File: src/rtl/skc_pkg.sv
// Package for the set-associative key cache: sizes, codes and control types.
package skc_pkg;

  localparam int ENTRY_BITS    = 13;
  localparam int WAY_BITS      = 4;
  localparam int PAYLOAD_WIDTH = 64;

  localparam int BUCKET_BITS = ENTRY_BITS - WAY_BITS;
  localparam int NUM_BUCKETS = 1 << BUCKET_BITS;
  localparam int NUM_WAYS    = 1 << WAY_BITS;
  localparam int NUM_ENTRIES = 1 << ENTRY_BITS;

  localparam int KEY_W        = 32;
  localparam int PAYLOAD_W    = 64;
  localparam int STATUS_W     = 3;
  localparam int BUCKET_OUT_W = 9;
  localparam int WAY_OUT_W    = 4;

  localparam logic [KEY_W-1:0] HASH_MULT    = 32'h9E37_79B1;
  localparam logic [KEY_W-1:0] KEY_EMPTY    = 32'h0000_0000;
  localparam logic [KEY_W-1:0] KEY_RESERVED = 32'h0000_0001;

  typedef enum logic {
    CMD_LOOKUP = 1'b0,
    CMD_INSERT = 1'b1
  } cmd_e;

  typedef enum logic [STATUS_W-1:0] {
    ST_OK       = 3'd0,
    ST_MISS     = 3'd1,
    ST_PRESENT  = 3'd2,
    ST_FULL     = 3'd3,
    ST_RESERVED = 3'd4
  } status_e;

  typedef enum logic [2:0] {
    S_CLEAR,
    S_IDLE,
    S_HASH,
    S_READ,
    S_CMP,
    S_DONE
  } state_e;

  typedef struct packed {
    logic clr_we;
    logic load_in;
    logic hash_en;
    logic tag_re;
    logic cmp_en;
    logic res_load;
  } skc_cmd_t;

  typedef struct packed {
    logic clr_last;
  } skc_sts_t;

endpackage

File: src/rtl/skc_ctrl.sv
// Controller state machine of the key cache: sequencing, handshakes, clear pass.
module skc_ctrl import skc_pkg::*; (
  input  logic     clk_i,
  input  logic     rst_ni,
  input  logic     in_valid_i,
  output logic     in_ready_o,
  output logic     out_valid_o,
  input  logic     out_ready_i,
  input  skc_sts_t sts_i,
  output skc_cmd_t cmd_o
);

  state_e state_q, state_d;
  logic   out_valid_q, out_valid_d;
  logic   out_free;

  assign out_free = !out_valid_q || out_ready_i;

  always_ff @(posedge clk_i or negedge rst_ni) begin
    if (!rst_ni) begin
      state_q     <= S_CLEAR;
      out_valid_q <= 1'b0;
    end else begin
      state_q     <= state_d;
      out_valid_q <= out_valid_d;
    end
  end

  always_comb begin
    state_d = state_q;
    unique case (state_q)
      S_CLEAR: if (sts_i.clr_last) state_d = S_IDLE;
      S_IDLE:  if (in_valid_i) state_d = S_HASH;
      S_HASH:  state_d = S_READ;
      S_READ:  state_d = S_CMP;
      S_CMP:   state_d = S_DONE;
      S_DONE:  if (out_free) state_d = S_IDLE;
      default: state_d = S_CLEAR;
    endcase
  end

  always_comb begin
    cmd_o      = '0;
    in_ready_o = 1'b0;
    unique case (state_q)
      S_CLEAR: cmd_o.clr_we = 1'b1;
      S_IDLE: begin
        in_ready_o    = 1'b1;
        cmd_o.load_in = in_valid_i;
      end
      S_HASH:  cmd_o.hash_en = 1'b1;
      S_READ:  cmd_o.tag_re  = 1'b1;
      S_CMP:   cmd_o.cmp_en  = 1'b1;
      S_DONE:  cmd_o.res_load = out_free;
      default: cmd_o = '0;
    endcase
    out_valid_d = cmd_o.res_load || (out_valid_q && !out_ready_i);
  end

  assign out_valid_o = out_valid_q;

endmodule

File: config.mk
export PLATFORM = sky130hd
export DESIGN_NAME = skc_ctrl
export DESIGN_NICKNAME = d
export VERILOG_FILES = /design/src/rtl/skc_pkg.sv /design/src/rtl/skc_ctrl.sv
export SDC_FILE = /design/constraint.sdc
export NUM_CORES = 1
export LEC_CHECK = 0
export ABC_AREA = 1
export BUFFER_PORTS_ARGS = -buffer_cell sky130_fd_sc_hd__buf_2
export CAP_MARGIN = 20
export CORE_AREA = 2 2 39 41
export CTS_BUF_LIST = sky130_fd_sc_hd__clkbuf_16
export DETAILED_ROUTE_END_ITERATION = 12
export DIE_AREA = 0 0 41 43
export PLACE_DENSITY = 0.49
export SKIP_LAST_GASP = 1
export SYNTH_ARGS = -nofsm -noshare
export SYNTH_HDL_FRONTEND = slang
export SYNTH_SLANG_ARGS = --single-unit
File: constraint.sdc
create_clock -name clk_i -period 1.7 [get_ports clk_i]
set_input_delay 0.17 -clock clk_i [delete_from_list [all_inputs] [get_ports clk_i]]
set_output_delay 0.17 -clock clk_i [all_outputs]
set_load 0.05 [all_outputs]
Word level (Yosys, flattened, before mapping)
Index checks and enable logic that the tools add are counted.
Widths: inputs -> output; s select.
- equality and inequality tests: 8
- mux-type cells: 11
- reduce and logical (&&, ||, !) cells: 7
- operators by type and width (kind ; count):
    $pmux 3 s6 ; 1
    $mux 3 ; 3
    $mux 1 ; 7
    $eq 3x2->1 const B ; 2
    $eq 3x3->1 const B ; 2
    $ne 2x2->1 const B ; 3
    $eq 3x1->1 const B ; 1
    $logic_not 3->1 ; 1
    $reduce_and 3->1 ; 1
    $logic_not 1->1 ; 2
    $logic_or 1x1->1 ; 2
    $logic_and 1x1->1 ; 1
- bits in registers: 4
- input port bits: 5
- output and inout bits: 8

Logic depth before layout (Yosys ltp)
- word-level depth: 4
- gate-level depth with buffers: 6
- depth with buffers taken out: 6

Worst setup path after synthesis
OpenSTA, ideal clock, no wires.
- path kind: register -> output
- start: register out_valid_q, in the netlist out_valid_o
- end: output cmd_o[0] (netlist name)
- arrival: 1441 ps
- required time: 1530 ps
- setup slack: 89 ps
- cell stages (with the launch flop): 4
- path buffers: 0
- cell sequence: dfrtp_1 nand2_1 inv_1 nor2_1
- RTL lines (element ; RTL line ; text):
    start: declaration ; skc_ctrl.sv:14 ; logic out_valid_q, out_valid_d;
    start signal: assignment ; skc_ctrl.sv:25 ; out_valid_q <= out_valid_d;
    end: declaration ; skc_ctrl.sv:10 ; output skc_cmd_t cmd_o

==> run metrics <==
status finished clean; HP Class in2reg; Syn. warnings 0; leading area contributor after synthesis dfrtp_1; Placed Instance Area between 300 and 400 µm²; Setup TNS 0 ns; CTS clock-pin slew for the worst setup and hold paths about 0.03 ns; library cells used by synthesis 11; syn_nets 47; Final period util between 80 and 90%; Die H roughly 43 µm; final instance area between 400 and 500 µm²; Max Cap Viol 0; area fraction of the dominant cell type after synthesis a little under two fifths; via/cell ratio roughly 4; Initial DRC Count 20; minimum clock period 1.44 ns; synthesized area 265 µm²; Core ar. 1380 µm²; fin util a little under a third; static leakage roughly 0.28 nW; RSZ-0062 raised after global routing false; Critical Path Source Type flip-flop; Post-synth EDFFs 0; clock buffer depth 2; Num CTS Buffers 3; Crit. End Element primary output; starting density of the core a little under a fifth; crit path max fanout 5; Synth Area per Inst approximately 6.3 µm²; Die Area about 1800 µm²; CP Class reg2out; Area Overhead vs Synth 62.3%; number of placed I/O pins 13; total track usage under 10%; wire per inst around 8.4 µm; Vias around 300; DR DRC count 0; WP data arrival about 1.3 ns; initial antenna violation count 0; cell count after synthesis 42; CTS Root Cell clkbuf_16; drt total wl around 620 µm; Clock Sink Count 4; std cell rows 14; PortBufs 12; CTS tree yes; pin count of the biggest net entering global routing 8; Slew @ Worst Pin between 0.2 and 0.25 ns; Skew-Pair Late Insertion Delay roughly 0.22 ns; Final nets 65; number of global-route vias before repair between 200 and 300; Placer Congestion between 0.7 and 0.8; sequential area share after synthesis between 30 and 40%; Slew Viols, Final 0; post-route antenna net violation count 0; VDD IR-drop max roughly 1.3 mV; fmax 692 MHz; DR pass1 iterations 4; share of layout cells above drive strength 1 29.3%; synth top area cells dfrtp_1 (38%), inv_1 (14%), nor2_1 (14%), nand2_1 (11%), nand3_1 (5.7%); clock skew around 0.0022 ns; most frequent cells after synthesis inv_1 (10), nor2_1 (10), nand2_1 (8); Pwr Density ~2500 nW/µm²; WP data required approximately 1.5 ns; dpl ws 0.491 ns; first-pass GRT wire length roughly 1.0 mm; H-tree depth 1; Setup WS post-layout between 0.2 and 0.3 ns; leading register cell type out of synthesis dfrtp_1; Post-DP HPWL ~500 µm; final setup vio count 0; hold slack ~0.24 ns; Die Wd approximately 40 µm; relative slew slack a little over four fifths; Final Hold Fails 0; grt ovf 0; ant diodes 0; number of fill cells ~160; Async S/R FF share, synth between 90% and 100%; synthesized flop and latch total 4
==> flip-flops by register name, indices dropped and copies added, names as in the netlist <==
register,flops
out_valid_o,1
state_q,3
==> area by class of cell <==
class                   instances  area (µm²)  share of cell area, %
multi-input cells              27         124                   28.8
inverters                      11        41.3                   9.59
well taps                      16        20.0                   4.65
repair buffers                 13        70.1                   16.3
flip-flops and latches          4         100                   23.3
clock buffers                   3        75.1                   17.4
==> power by group <==
group          leakage (nW)  internal (mW)  switching, mW
clock                0.0370          0.300         0.0574
sequential           0.0508          0.137         0.0479
combinational         0.192          0.131          0.422
==> cells by family (layout without fill, tap and decap cells) <==
kind of cell           count (synthesis)  count (layout)  synth area share [%]
AND/OR/NAND/NOR                       25              25                  42.9
buffers and inverters                 11              27                  15.6
flip-flops                             4               4                  37.7
AO/OA/AOI/OAI                          2               2                  3.77
==> placed cells by master, fill, tap and decap left out <==
cell type | Yosys | routed
nor2_1 | 10 | 10
dfrtp_1 | 4 | 4
o21ai_1 | 1 | 1
nand2_1 | 8 | 8
o21ai_0 | 1 | 1
nand3_2 | 1 | 1
clkbuf_16 | 0 | 3
nand4_1 | 1 | 1
nand3_1 | 3 | 3
buf_2 | 0 | 12
inv_1 | 10 | 10
inv_2 | 1 | 1
nand3b_1 | 2 | 2
dlygate4sd3_1 | 0 | 1
==> metrics by stage <==
stage / cells / total power, mW
floorplan: 42 / 0.622
global placement: 70 / 0.738
detailed placement: 70 / 0.739
CTS: 74 / 1.11
global route: 74 / 1.17
finish: 74 / 1.09
==> per-layer routing <==
metal | track usage [%] | wire length [µm] | vias up
met5 | 0 | 0 | -
met4 | 0 | 0 | 0
met3 | 7.85 | 57 | 0
met2 | 10.9 | 267 | 12
met1 | 12.3 | 299 | 130
li1 | - | - | 159
==> what timing repair did <==
item,4_1_cts,5_1_grt
hold endpoints to repair,4,0
resized for setup,0,0
hold buffers,1,0
buffers inserted,0,0
endpoints found under the setup margin,0,0
==> critical path: stages, from the launching register on <==
cell and delay (ns):
dfrtp_1 0.40, inv_1 0.15, nand3_1 0.13, nor2_1 0.10, buf_2 0.26
==> worst paths after layout <==
kind | cells after the start | to | startpoint | slack [ns]
min in group asynchronous | 2 | out_valid_o$_DFF_PN0_ | rst_ni | 0.29
worst min register to register | 2 | out_valid_o$_DFF_PN0_ | out_valid_o$_DFF_PN0_ | 0.53
max in group asynchronous | 2 | state_q[2]$_DFFE_PN0P_ | rst_ni | 1.29
worst max-delay path | 4 | cmd_o[0] | state_q[1]$_DFFE_PN0P_ | 0.26
worst min-delay path | 3 | state_q[0]$_DFFE_PN0P_ | sts_i | 0.24
worst max register to register | 4 | state_q[0]$_DFFE_PN0P_ | state_q[0]$_DFFE_PN0P_ | 0.66
(Power assumes the default switching activity.)
